### src/rtl/jsu_pkg.sv
package jsu_pkg;

  localparam int unsigned NBUF = 6;
  localparam int unsigned CW   = 3;

  localparam logic [1:0] MODE_TEXT = 2'd0;
  localparam logic [1:0] MODE_ESC  = 2'd1;
  localparam logic [1:0] MODE_HEX  = 2'd2;

  localparam logic [7:0] CH_BACKSLASH = 8'h5C;
  localparam logic [7:0] CH_QUOTE     = 8'h22;
  localparam logic [7:0] CH_U         = 8'h75;

  localparam logic [15:0] CP_REPL     = 16'hFFFD;
  localparam logic [15:0] CP_HIGH_LO  = 16'hD800;
  localparam logic [15:0] CP_HIGH_HI  = 16'hDBFF;
  localparam logic [15:0] CP_LOW_LO   = 16'hDC00;
  localparam logic [15:0] CP_LOW_HI   = 16'hDFFF;

  // utf-8 of the replacement character, first byte lowest
  localparam logic [2:0][7:0] REPL_UTF8 = {8'hBD, 8'hBF, 8'hEF};

  typedef struct packed {
    logic [2:0][7:0] b;
    logic [1:0]      n;
  } enc_t;

  function automatic logic is_hex(input logic [7:0] c);
    return (c inside {[8'h30:8'h39], [8'h41:8'h46], [8'h61:8'h66]});
  endfunction

  function automatic logic [3:0] hex_val(input logic [7:0] c);
    logic [3:0] v;
    v = 4'd0;
    if (c inside {[8'h30:8'h39]}) begin
      v = c[3:0];
    end else if (c inside {[8'h41:8'h46], [8'h61:8'h66]}) begin
      v = c[3:0] + 4'd9;
    end
    return v;
  endfunction

  function automatic logic [7:0] esc_char(input logic [7:0] c);
    logic [7:0] r;
    case (c)
      8'h6E:   r = 8'h0A;
      8'h74:   r = 8'h09;
      8'h72:   r = 8'h0D;
      8'h62:   r = 8'h08;
      8'h66:   r = 8'h0C;
      default: r = c;
    endcase
    return r;
  endfunction

  function automatic enc_t utf8_enc(input logic [15:0] cp);
    enc_t e;
    e.b = '0;
    if (cp < 16'h0080) begin
      e.b[0] = cp[7:0];
      e.n    = 2'd1;
    end else if (cp < 16'h0800) begin
      e.b[0] = {3'b110, cp[10:6]};
      e.b[1] = {2'b10, cp[5:0]};
      e.n    = 2'd2;
    end else begin
      e.b[0] = {4'b1110, cp[15:12]};
      e.b[1] = {2'b10, cp[11:6]};
      e.b[2] = {2'b10, cp[5:0]};
      e.n    = 2'd3;
    end
    return e;
  endfunction

endpackage

### src/rtl/json_string_unescape_utf8.sv
// an accepted input item is registered in the input stage; its results are then loaded into
// the result shift buffer. throughput: one input item per cycle while m_tready is high and
// each item yields at most one result; more results stall input (the byte shift buffer)
// items with no result (escape prefixes, hex digits) pass without using the output
// reset: synchronous; clears decoder mode, hex state, pending surrogate and both stages
module json_string_unescape_utf8 (
  input  logic                    clk,
  input  logic                    rst,
  input  logic                    s_tvalid,
  output logic                    s_tready,
  input  logic [7:0]              s_tdata,   // in_byte
  output logic                    m_tvalid,
  input  logic                    m_tready,
  output logic [7:0]              m_tdata,   // out_byte
  output logic                    m_tlast,
  output logic                    m_tuser    // string_end
);
  import jsu_pkg::*;

  logic             in_valid;
  logic [7:0]       in_byte;

  logic [1:0]       mode, mode_next;
  logic [11:0]      hex_accum, hex_accum_next;
  logic [1:0]       hex_count, hex_count_next;
  logic             hex_bad, hex_bad_next;
  logic             high_pending, high_pending_next;

  logic [NBUF-1:0][7:0] obuf;
  logic [CW-1:0]        rem;
  logic                 oend;

  logic [NBUF-1:0][7:0] nb;
  logic [CW-1:0]        ncnt;
  logic                 nend;
  logic                 flush;
  enc_t                 main_enc;
  logic [15:0]          cp;
  logic [3:0]           dig;
  logic                 bad;
  logic                 cp_low, cp_high;
  logic                 advance, load, take;

  always_comb begin
    dig     = hex_val(in_byte);
    cp      = {hex_accum, dig};
    bad     = hex_bad | ~is_hex(in_byte);
    cp_low  = (cp >= CP_LOW_LO) && (cp <= CP_LOW_HI);
    cp_high = (cp >= CP_HIGH_LO) && (cp <= CP_HIGH_HI);

    mode_next         = mode;
    hex_accum_next    = hex_accum;
    hex_count_next    = hex_count;
    hex_bad_next      = hex_bad;
    high_pending_next = high_pending;
    flush             = 1'b0;
    nend              = 1'b0;
    main_enc          = '0;

    case (mode)
      MODE_HEX: begin
        if (hex_count != 2'd3) begin
          hex_accum_next = cp[11:0];
          hex_count_next = hex_count + 2'd1;
          hex_bad_next   = bad;
        end else begin
          mode_next         = MODE_TEXT;
          hex_accum_next    = '0;
          hex_count_next    = '0;
          hex_bad_next      = 1'b0;
          flush             = high_pending;
          high_pending_next = 1'b0;
          if (!(high_pending && !bad && cp_low)) begin
            if (bad || cp_low) begin
              main_enc = utf8_enc(CP_REPL);
            end else if (cp_high) begin
              high_pending_next = 1'b1;
            end else begin
              main_enc = utf8_enc(cp);
            end
          end
        end
      end
      MODE_ESC: begin
        if (in_byte == CH_U) begin
          mode_next      = MODE_HEX;
          hex_accum_next = '0;
          hex_count_next = '0;
          hex_bad_next   = 1'b0;
        end else begin
          mode_next         = MODE_TEXT;
          flush             = high_pending;
          high_pending_next = 1'b0;
          main_enc.b[0]     = esc_char(in_byte);
          main_enc.n        = 2'd1;
        end
      end
      default: begin
        if (in_byte == CH_BACKSLASH) begin
          mode_next = MODE_ESC;
        end else begin
          flush             = high_pending;
          high_pending_next = 1'b0;
          main_enc.n        = 2'd1;
          if (in_byte == CH_QUOTE) begin
            nend           = 1'b1;
            mode_next      = MODE_TEXT;
            hex_accum_next = '0;
            hex_count_next = '0;
            hex_bad_next   = 1'b0;
          end else begin
            main_enc.b[0] = in_byte;
          end
        end
      end
    endcase

    if (flush) begin
      nb   = {main_enc.b, REPL_UTF8};
      ncnt = CW'(3) + CW'(main_enc.n);
    end else begin
      nb   = {24'h000000, main_enc.b};
      ncnt = CW'(main_enc.n);
    end
  end

  assign take     = m_tvalid && m_tready;
  assign advance  = in_valid &&
                    ((ncnt == '0) || (rem == '0) || ((rem == CW'(1)) && m_tready));
  assign load     = advance && (ncnt != '0);
  assign s_tready = !in_valid || advance;

  assign m_tvalid = (rem != '0);
  assign m_tdata  = obuf[0];
  assign m_tlast  = (rem == CW'(1));
  assign m_tuser  = oend && (rem == CW'(1));

  // input stage
  always_ff @(posedge clk) begin
    if (rst) begin
      in_valid <= 1'b0;
    end else if (s_tvalid && s_tready) begin
      in_valid <= 1'b1;
    end else if (advance) begin
      in_valid <= 1'b0;
    end
    if (s_tvalid && s_tready) begin
      in_byte <= s_tdata;
    end
  end

  // decoder state
  always_ff @(posedge clk) begin
    if (rst) begin
      mode         <= MODE_TEXT;
      hex_accum    <= '0;
      hex_count    <= '0;
      hex_bad      <= 1'b0;
      high_pending <= 1'b0;
    end else if (advance) begin
      mode         <= mode_next;
      hex_accum    <= hex_accum_next;
      hex_count    <= hex_count_next;
      hex_bad      <= hex_bad_next;
      high_pending <= high_pending_next;
    end
  end

  // result shift buffer
  always_ff @(posedge clk) begin
    if (rst) begin
      rem  <= '0;
      oend <= 1'b0;
    end else if (load) begin
      rem  <= ncnt;
      oend <= nend;
    end else if (take) begin
      rem  <= rem - CW'(1);
    end
    if (load) begin
      obuf <= nb;
    end else if (take) begin
      obuf <= {8'h00, obuf[NBUF-1:1]};
    end
  end

endmodule

### config.mk
export PLATFORM = sky130hd
export DESIGN_NAME = json_string_unescape_utf8
export DESIGN_NICKNAME = d
export VERILOG_FILES = /design/src/rtl/jsu_pkg.sv /design/src/rtl/json_string_unescape_utf8.sv
export SDC_FILE = /design/constraint.sdc
export NUM_CORES = 1
export LEC_CHECK = 0
export BUFFER_PORTS_ARGS = -buffer_cell sky130_fd_sc_hd__buf_2
export CAP_MARGIN = 20
export CORE_MARGIN = 2
export CORE_UTILIZATION = 60
export DETAILED_ROUTE_END_ITERATION = 8
export PLACE_DENSITY = 0.76
export SETUP_SLACK_MARGIN = 0.15
export SYNTH_ARGS = -nofsm -noshare
export SYNTH_HDL_FRONTEND = slang
export SYNTH_SLANG_ARGS = --single-unit
export TNS_END_PERCENT = 100
### constraint.sdc
create_clock -name clk -period 14.8 [get_ports clk]
set_clock_uncertainty 0.05 [all_clocks]
set_input_delay 2.96 -clock clk [delete_from_list [all_inputs] [get_ports clk]]
set_output_delay 2.96 -clock clk [all_outputs]
set_load 0.05 [all_outputs]
# After elaboration in Yosys (flattened, before gate mapping)
# Cells that the tools add are included.
# word_totals
register_bits,79
in_bits,12
out_inout_bits,12
wordCells,139
# classes
order_cmp,12
n_reduce_logical,33
muxes,57
eq_ne,16
n_addsub,4
bitwise_logic,2
# op_table
operator,n
$mux W48,3
$mux W26,4
$eq A8 B7 Y1 const B,7
$mux W12,4
$mux W16,3
$pmux W8 S5,1
$ge A16 B16 Y1 const B,2
$le A16 B16 Y1 const B,2
$mux W10,3
$pmux W12 S2,1
$pmux W10 S2,1
$mux W1,18
$ge A8 B7 Y1 const B,2
$le A8 B7 Y1 const B,2
$lt A16 B12 Y1 const B,1
$lt A16 B8 Y1 const B,1
$mux W8,2
$mux W2,7
$logic_and A1 B1 Y1,13
$reduce_bool A3 Y1,4
$mux W3,3
$eq A8 B6 Y1 const B,1
$ge A8 B6 Y1 const B,1
$le A8 B6 Y1 const B,1
other kinds (22),37

# Logic depth before layout (Yosys ltp)
# Gate-level depths: netlist of the first run.
# logic_depth
word_depth,22
ltp_mapped,17
depth_no_buf,14

# Worst setup path before layout of the first run
# No wires, ideal clock.
# synth_path
path_kind,input port to output port
from,input port m_tready
to,output port s_tready
t_required_ns,11.790
stages,4
setup_slack_ns,8.036
arrival_time_ns,3.754
n_path_buf,0
cell_sequence,nand2_1 > nand2_1 > a31oi_4 > nand2_1
# synth_between
elab_chain_cells,4
# synth_rtl
element,line_no,text
from (decl),json_string_unescape_utf8.sv:13,"input logic m_tready,"
$logic_and A1 B1 Y1,json_string_unescape_utf8.sv:129,((ncnt == '0) || (rem == '0) || ((rem == CW'(1)) && m_tready));
$logic_or A1 B1 Y1,json_string_unescape_utf8.sv:129,
$logic_and A1 B1 Y1,json_string_unescape_utf8.sv:128,assign advance = in_valid &&
$logic_or A1 B1 Y1,json_string_unescape_utf8.sv:131,assign s_tready = !in_valid || advance;
to (decl),json_string_unescape_utf8.sv:10,"output logic s_tready,"
# Every way passes these cells.

# Worst setup path after layout of the first run
# layout_path
from,register in_byte[0]
to,output port s_tready
# layout_between
elab_chain_cells,20
word_cells_on_any_way,49
classes_between,2 x add/sub; 12 x order compare; 2 x eq/ne; 15 x mux; 2 x bitwise; 16 x reduce/logical
# layout_rtl
element,line_no,text
from (decl),json_string_unescape_utf8.sv:21,logic [7:0] in_byte;
from (signal assigned),json_string_unescape_utf8.sv:148,in_byte <= s_tdata;
$ge A8 B7 Y1 or $le A8 B7 Y1 (tied branches),"jsu_pkg.sv:29, jsu_pkg.sv:37",
$logic_and A1 B1 Y1,"jsu_pkg.sv:29, jsu_pkg.sv:37",
$reduce_bool A2 Y1,jsu_pkg.sv:37,"end else if (c inside {[8'h41:8'h46], [8'h61:8'h66]}) begin"
$mux W4,jsu_pkg.sv:37,
$mux W4,jsu_pkg.sv:35,if (c inside {[8'h30:8'h39]}) begin
$lt A16 B12 Y1,jsu_pkg.sv:62,end else if (cp < 16'h0800) begin
$mux W16,jsu_pkg.sv:62,
$mux W10,jsu_pkg.sv:59,if (cp < 16'h0080) begin
[3 not listed],--,
$mux W26,json_string_unescape_utf8.sv:62,if (hex_count != 2'd3) begin
$pmux W10 S2,json_string_unescape_utf8.sv:60,case (mode)
$add A2 B2 Y3,json_string_unescape_utf8.sv:120,ncnt = CW'(3) + CW'(main_enc.n);
$mux W3 (*),json_string_unescape_utf8.sv:118,if (flush) begin
$logic_not A3 Y1 (*),json_string_unescape_utf8.sv:129,
$logic_or A1 B1 Y1 (*) (2 in series),json_string_unescape_utf8.sv:129,
$logic_and A1 B1 Y1 (*),json_string_unescape_utf8.sv:128,
$logic_or A1 B1 Y1 (*),json_string_unescape_utf8.sv:131,
# Every way passes the cells marked *; elsewhere a longest branch is shown, timed or not.

==> results.toml, run 1 <==
[run_status]
status = "completed"

[timing]
setup_violations = 0
maxSlewViolCount = 0
min_period_ns = 7.06
worst_pin_slew_ns = 1.01
timing.final.hold_violations = 0
clock.fmax_mhz = 142
period_share_pct = 47.7
grt_setup_unrepaired = "false"
tns_ns = 0
relSlewSlack_pct = 32.4

[setup_path]
cp.arrival_ns = 4.05
start_kind = "flip-flop"
crit_type = "reg -> out"
crit_fanout = 9
end_kind = "primary output"
required_ns = 11.79

[synth]
synth_warnings = 0
yosysUniqueCellTypes = 69
synth_edf_count = 54
syn_inst = 477
ys_ff_latch = 77
syn-num-nets = 500
netlist_area_um2 = 4600
synth.avg_cell_area_um2 = 9.65
synth.yosys.seq_area_share_pct = 45.2
async_flop_share_pct = 0
synth_flop_cell = "edfxtp_1"

[final_layout]
syn2layout_area_growth_pct = 6.33
n_antenna_cell = 0
stdcell_count = 586
layout-drive-gt1-share_pct = 13.3
multi_input_area_um2 = 2270
seq_area_um2 = 2080
layout_commonest_cell = "nand2_1"
nFillCells = 591
fin_nets = 505
layout.cells.most_common_list = "nand2_1, edfxtp_1, nor2_1"

[power_and_ir_drop]
power_density_nw_per_um2 = 159
power.leakage_uw = 0.00168
peakVddDrop_mv = 0.0694

[global_routing]
grt_pass1_vias = 3593
grt_pass1_wl_mm = 17.6
grt_max_degree = 47
grt_remaining_overflow = 0
grt_usage_pct = 26.7
antenna_found_initial = 0

[floorplanning]
pin_count = 24
die_width_um = 91.6
core_um2 = 7330
start_util_pct = 62.8
die_y_um = 91.6
rows = 31
die_area_um2 = 8390

[clocking]
clock_latency_ns = 0.36
cts.path.max_buffers = 2
cts_resized = 0
cts_tree = "yes"
htreeDepth = 3
postCtsHoldBufs = 0
cts_root_buffer = "clkbuf_8"
cts_buffers = 9
clkSlewWorstSetupHoldPaths_ns = 0.08
clock-sinks = 77
post_cts_buffers = 0

[route]
drtPass1Iterations = 5
drtIter0Drc = 222
wl_mm = 10.6
wl_per_cell_um = 18.1
vias_per_cell = 6.40
drc = 0
ant_nets = 0
vias = 3749

[worst_hold_path]
hold_path.class = "reg -> reg"

[placed_design]
place_inst = 567
hpwlAfterDp_mm = 7.49
gp_congestion = 0.930
port-buffer-count = 23

[flow_run]
maxCapViolCount = 0
[flip-flops by register name, summed over array words and instances (netlist names)]
register	cells
obuf	38
hex_accum	12
in_byte	8
m_tdata	8
rem	3
hex_count	2
mode	2
hex_bad	1
high_pending	1
in_valid	1
oend	1
[routing by layer]
metal,global-route usage (%),part of all wire [%]
met5,0,0
met4,11.2,2.7
met3,5.73,6.9
met2,42.4,47
met1,35.5,43
[cells in the mapped netlist (all sizes together), types with 3 or more instances]
cell type	n	area share (%)
a211oi	3	0.60
a21oi	19	2.1
a221oi	7	1.5
a31oi	11	2.1
a32oi	4	1.2
and2	6	0.82
and3	3	0.41
buf	24	3.5
clkbuf	11	0.90
dfxtp	23	10
edfxtp	54	35
ha	11	3.0
inv	14	1.1
mux2i	12	2.6
nand2	67	5.5
nand2b	18	2.4
nand3	17	1.8
nand3b	5	0.90
nand4	4	0.54
nor2	37	3.2
nor3	13	1.7
nor4	4	0.87
o211ai	13	2.1
o21a	11	1.8
o21ai	24	2.6
o22ai	4	0.54
o31ai	13	2.1
or2	3	0.41
or3	4	0.54
or4	3	0.57
[logic make-up (layout without fill, tap and decap cells)]
kind of cell    count (synthesis)  in the layout  synth area share [%]
compound gates                131            131                  21.2
xor+xnor                        3              3                 0.571
fa+ha+maj                      11             11                  2.99
buf+inv                        49             59                  5.54
flops                          77             77                  45.2
mux                            12             12                  2.61
simple gates                  194            194                  21.8
[cell type report]
class | count | share of cell area, %
sequential | 77 | 42.5
clock inverter | 7 | 1.46
timing repair buffer | 29 | 3.53
multi-input combinational | 351 | 46.3
clock buffer | 9 | 2.53
inverter | 14 | 1.07
tap | 99 | 2.53
[stage by stage]
step	total power (uW)	utilization (%)	cell area [um^2]	setup WS, ns	hold slack [ns]
2_1_floorplan	577	-	4600	8.04	0.377
5_1_grt	824	66.8	4890	7.45	0.450
4_1_cts	778	66.3	4860	7.78	0.414
6_report	781	66.8	4890	7.74	0.407
3_3_place_gp	609	63.6	4660	7.94	0.391
3_5_place_dp	618	63.6	4660	7.91	0.402
[worst max-delay path: stages, from the launching register on]
cell       delay [ns]
edfxtp_1         0.48
inv_1            0.16
ha_1             0.25
or3b_2           0.52
and3_1           0.26
o221ai_1         0.36
nor2_1           0.07
nor2_1           0.14
o21ai_0          0.10
ha_1             0.32
nand2_1          0.07
a2bb2oi_2        0.35
a31oi_4          0.21
nand2_1          0.13
buf_2            0.27
[worst paths after layout]
check | cells after the start | start | end | slack [ns]
max reg2reg | 14 | in_byte[0]$_DFFE_PP_ | obuf[40]$_SDFFCE_PN0P_ | 9.94
max | 14 | in_byte[0]$_DFFE_PP_ | s_tready | 7.74
min reg2reg | 2 | oend$_SDFFE_PP0P_ | oend$_SDFFE_PP0P_ | 0.41
min | 2 | oend$_SDFFE_PP0P_ | oend$_SDFFE_PP0P_ | 0.41
[power breakdown]
group / total (uW) / switching, uW / internal, uW / leakage [uW]
logic: 257 / 180 / 77.0 / 0.000884
registers: 360 / 24.8 / 335 / 0.000708
clock network: 163 / 85.2 / 78.1 / 0.0000898
(Power assumes the default switching activity.)
==> inputs of run 2 (changes only) <==
==> constraint.sdc (replaced) <==
create_clock -name clk -period 7.15 [get_ports clk]
set_clock_uncertainty 0.05 [all_clocks]
set_input_delay 1.43 -clock clk [delete_from_list [all_inputs] [get_ports clk]]
set_output_delay 1.43 -clock clk [all_outputs]
set_load 0.05 [all_outputs]
==> results.toml, run 2 (synthesis gave the netlist of run 1 again) <==
[run_status]
status = "completed"

[clocking]
htreeDepth = 3
clock_latency_ns = 0.36
cts_root_buffer = "clkbuf_8"
cts_buffers = 9
cts.path.max_buffers = 2
clkSlewWorstSetupHoldPaths_ns = 0.09
cts_resized = 0
clock-sinks = 77
cts_tree = "yes"
postCtsHoldBufs = 0
post_cts_buffers = 0

[global_routing]
antenna_found_initial = 0
grt_pass1_wl_mm = 18.0
globalRoute.busiestLayer = "met2"
gr-usage-met3_pct = 4.90
met2_usage_pct = 43.1
grt_remaining_overflow = 0
grt_pass1_vias = 3566
globalRouteMet1Util_pct = 37.5
grt_max_degree = 47
grt_usage_pct = 27.3

[placed_design]
gp_congestion = 0.937
port-buffer-count = 23
hpwlAfterDp_mm = 7.52
place_inst = 568

[floorplanning]
start_util_pct = 62.8
die_y_um = 91.6
core_um2 = 7330
die_width_um = 91.6
rows = 31
pin_count = 24
die_area_um2 = 8390

[timing]
setup_violations = 0
tns_ns = 0
timing.final.hold_violations = 0
relSlewSlack_pct = 30.6
clock.fmax_mhz = 184
maxSlewViolCount = 0
min_period_ns = 5.45
period_share_pct = 76.2
grt_setup_unrepaired = "false"
worst_pin_slew_ns = 1.04

[route]
wl_mm = 10.7
vias_per_cell = 6.31
drc = 0
vias = 3699
drtIter0Drc = 289
wl_per_cell_um = 18.3
drtPass1Iterations = 5
ant_nets = 0

[final_layout]
n_antenna_cell = 0
reg_top3 = "obuf (38), hex_accum (12)"
syn2layout_area_growth_pct = 6.88
stdcell_count = 586
layout_commonest_cell = "nand2_1"
seq_area_um2 = 2080
top_register = "obuf"
fin_nets = 505
multi_input_area_um2 = 2270
nFillCells = 568
largest_register_ffs = 38
layout.cells.most_common_list = "nand2_1, edfxtp_1, nor2_1"
layout-drive-gt1-share_pct = 13.3

[setup_path]
crit_path_cell_trace = "inv_1 > ha_1 > or3b_2 > and3_1 > o221ai_1 > nor2_1 > nor2_1 > o21ai_0 > ha_1 > nand2_1 > a2bb2oi_2 > a31oi_4 > nand2_1 > buf_2"
regToRegSetupSlack_ns = 2.37
end_kind = "primary output"
cp-startpoint = "in_byte[0]$_DFFE_PP_"
cp_top_family = "simple AND/OR/NAND/NOR gates"
crit_fanout = 9
rr_startpoint = "in_byte[0]$_DFFE_PP_"
required_ns = 5.67
reg2reg_depth = 14
crit_buf_inv = 2
slowest_stage = "or3b_2"
crit_type = "reg -> out"
cp.arrival_ns = 3.97
reg2reg_to = "obuf[43]$_SDFFCE_PN0P_"
cpPeakStageDelay_ns = 0.51
start_kind = "flip-flop"

[power_and_ir_drop]
power.leakage_uw = 0.00170
finalPower_uw = 1650
peakVddDrop_mv = 0.213
power_density_nw_per_um2 = 336

[worst_hold_path]
worstHoldStart = "oend$_SDFFE_PP0P_"
worstHoldPathCells = 2
hold_path.class = "reg -> reg"
holdPathEnd = "oend$_SDFFE_PP0P_"

[flow_run]
maxCapViolCount = 0
==> run 2: routing by layer <==
metal / part of all wire [%] / routed length (um)
met5: 0 / 0
met4: 2.5 / 268
met3: 6.5 / 695
met2: 48 / 5090
met1: 43 / 4650
==> run 2: worst reg2reg max path, delay by kind of cell (launching register included) <==
| kind | cells | cell delay (ns) |
|---|---|---|
| flip-flops | 1 | 0.48 |
| buffers and inverters | 2 | 0.50 |
| AND/OR/NAND/NOR | 6 | 1.72 |
| adder cells (fa/ha/maj) | 2 | 0.55 |
| AO/OA/AOI/OAI | 4 | 0.98 |
==> run 2: cell type report <==
cell class / instances / area share (%)
Inverter: 14 / 1.07
Clock inverter: 7 / 1.96
Tap cell: 99 / 2.52
Multi-Input combinational cell: 351 / 46.1
Timing Repair Buffer: 29 / 3.51
Sequential cell: 77 / 42.3
Clock buffer: 9 / 2.52
==> run 2: report_power, final <==
group,internal (uW),switching [uW],total [uW],leakage (uW)
combinational,159,377,536,0.000884
clock,198,174,371,0.000104
sequential,694,50.5,744,0.000708
==> run 2: worst max-delay path by stage <==
| stage | to | slack [ns] | cells past startpoint |
|---|---|---|---|
| floorplan | s_tready | 2.37 | 14 |
| global placement | s_tready | 2.24 | 14 |
| detailed placement | s_tready | 2.15 | 14 |
| CTS | s_tready | 1.73 | 14 |
| global route | s_tready | 1.43 | 14 |
| finish | s_tready | 1.70 | 14 |
==> run 2: per-stage QoR <==
step	setup WS (ns)	util [%]	instance area [um^2]	hold WS, ns
after global placement	2.24	63.7	4670	0.388
after CTS	1.73	66.7	4890	0.404
after global routing	1.43	67.1	4920	0.465
after floorplan	2.37	-	4600	0.377
after detailed placement	2.15	63.7	4670	0.394
final	1.70	67.1	4920	0.403
==> inputs of run 3 (changes only) <==
--- a/config.mk
+++ b/config.mk
@@ -8,9 +8,9 @@
 export BUFFER_PORTS_ARGS = -buffer_cell sky130_fd_sc_hd__buf_2
 export CAP_MARGIN = 20
 export CORE_MARGIN = 2
-export CORE_UTILIZATION = 60
+export CORE_UTILIZATION = 56
 export DETAILED_ROUTE_END_ITERATION = 8
-export PLACE_DENSITY = 0.76
+export PLACE_DENSITY = 0.75
 export SETUP_SLACK_MARGIN = 0.15
 export SYNTH_ARGS = -nofsm -noshare
 export SYNTH_HDL_FRONTEND = slang
==> constraint.sdc (replaced) <==
create_clock -name clk -period 4.5 [get_ports clk]
set_clock_uncertainty 0.05 [all_clocks]
set_input_delay 0.9 -clock clk [delete_from_list [all_inputs] [get_ports clk]]
set_output_delay 0.9 -clock clk [all_outputs]
set_load 0.05 [all_outputs]
==> results.toml, run 3 (synthesis gave the netlist of run 1 again) <==
[final_layout]
n_antenna_cell = 0
syn2layout_area_growth_pct = 12.2
layout_commonest_cell = "nand2_1"
layout.cells.most_common_list = "nand2_1, edfxtp_1, nor2_1"
largest_register_ffs = 38
nFillCells = 685
fin_nets = 524
reg_top3 = "obuf (38), hex_accum (12)"
layout-drive-gt1-share_pct = 18.4
top_register = "obuf"

[setup_path]
regToRegSetupSlack_ns = 0.64
cp.arrival_ns = 3.28
reg2reg_depth = 16
required_ns = 3.55
cp_top_family = "simple AND/OR/NAND/NOR gates"
rr_startpoint = "in_byte[0]$_DFFE_PP_"
crit_buf_inv = 2
cpPeakStageDelay_ns = 0.45
end_kind = "primary output"
slowest_stage = "edfxtp_1"
crit_fanout = 6
reg2reg_to = "obuf[37]$_DFFE_PP_"
start_kind = "flip-flop"
crit_path_cell_trace = "inv_2 > ha_2 > or3b_4 > and3_4 > o221ai_2 > nor2_1 > nor2_1 > o21ai_0 > ha_1 > nand2_2 > a2bb2oi_4 > a31oi_4 > nand2_2 > buf_6"
crit_type = "reg -> out"

[global_routing]
grt_remaining_overflow = 0
antenna_found_initial = 0
grt_pass1_vias = 3738
grt_pass1_wl_mm = 18.7
grt_max_degree = 47
grt_usage_pct = 27.2

[timing]
setup_violations = 0
period_share_pct = 94.0
tns_ns = 0
relSlewSlack_pct = 33.7
clock.fmax_mhz = 236
min_period_ns = 4.23
grt_setup_unrepaired = "false"
worst_pin_slew_ns = 0.991
timing.final.hold_violations = 0
maxSlewViolCount = 0

[route]
vias_per_cell = 6.37
ant_nets = 0
wl_per_cell_um = 19.0
drtPass1Iterations = 5
wl_mm = 11.6
drtIter0Drc = 302
vias = 3894
drc = 0

[floorplanning]
start_util_pct = 56.9
die_y_um = 94.7
die_width_um = 94.7
core_um2 = 8090
rows = 33
die_area_um2 = 8960
pin_count = 24

[clocking]
cts_tree = "yes"
clkSlewWorstSetupHoldPaths_ns = 0.09
clock_latency_ns = 0.35
cts_root_buffer = "clkbuf_8"
cts.path.max_buffers = 2
clock-sinks = 77
cts_buffers = 9
htreeDepth = 3

[worst_hold_path]
hold_path.class = "reg -> reg"
worstHoldPathCells = 2
worstHoldStart = "oend$_SDFFE_PP0P_"
holdPathEnd = "oend$_SDFFE_PP0P_"

[flow_run]
maxCapViolCount = 0

[power_and_ir_drop]
peakVddDrop_mv = 0.223
power.leakage_uw = 0.00181
power_density_nw_per_um2 = 526
finalPower_uw = 2720

[placed_design]
hpwlAfterDp_mm = 7.91
port-buffer-count = 23
gp_congestion = 0.955

[run_status]
status = "completed"
==> run 3: power by group <==
part           internal, uW  switching [uW]  total, uW  leakage, uW
registers              1100            84.1       1180     0.000708
logic                   313             634        948     0.000991
clock network           315             275        591     0.000114
==> run 3: cell type report <==
type,instances,area (um^2),area share [%]
multi-input combinational,352,2340,45.3
timing repair buffer,47,339,6.56
clock buffer,9,124,2.40
clock inverter,7,96.3,1.87
inverter,14,52.6,1.02
tap,105,131,2.54
sequential,77,2080,40.3
==> run 3: routing by layer <==
layer	part of all wire, %	vias up	routed length, um	global-route usage [%]
li1	-	1830	-	-
met1	42	1828	4880	36.3
met2	47	197	5500	43.6
met3	6.8	39	789	4.31
met4	3.8	0	436	12.1
met5	0	-	0	0
==> run 3: worst max path at each step <==
stage                         start  depth (start not counted)  slack, ns                   end
2_1_floorplan  in_byte[0]$_DFFE_PP_                         16       0.24  m_tdata[0]$_DFFE_PP_
3_3_place_gp   in_byte[0]$_DFFE_PP_                         14       0.38              s_tready
3_5_place_dp   in_byte[0]$_DFFE_PP_                         14       0.27              s_tready
4_1_cts        in_byte[0]$_DFFE_PP_                         14       0.15              s_tready
5_1_grt        in_byte[0]$_DFFE_PP_                         14       0.11              s_tready
6_report       in_byte[0]$_DFFE_PP_                         14       0.27              s_tready
==> run 3: stage by stage <==
stage               cells  hold WS [ns]  utilization [%]  area (um^2)  setup WS [ns]
CTS                   605         0.411             62.9         5090          0.150
finish                611         0.405             63.8         5160          0.271
floorplan             477         0.377                -         4610          0.244
global route          611         0.440             63.8         5160          0.107
detailed placement    584         0.400             59.2         4790          0.265
global placement      584         0.389             59.2         4790          0.378
==> run 3: repair_timing <==
item                       4_1_cts  5_1_grt
hold endpoints to repair         0        0
cloned                           1        0
hold buffers                     0        0
setup endpoints to repair        1        1
gates resized for setup         10        5
setup buffers                    4        6
pin swaps                        2        5
==> run 3: worst min-delay path: stages (launching register included) <==
cell and delay, ns:
dfxtp_1 0.31, nand2_1 0.05, a21oi_1 0.05
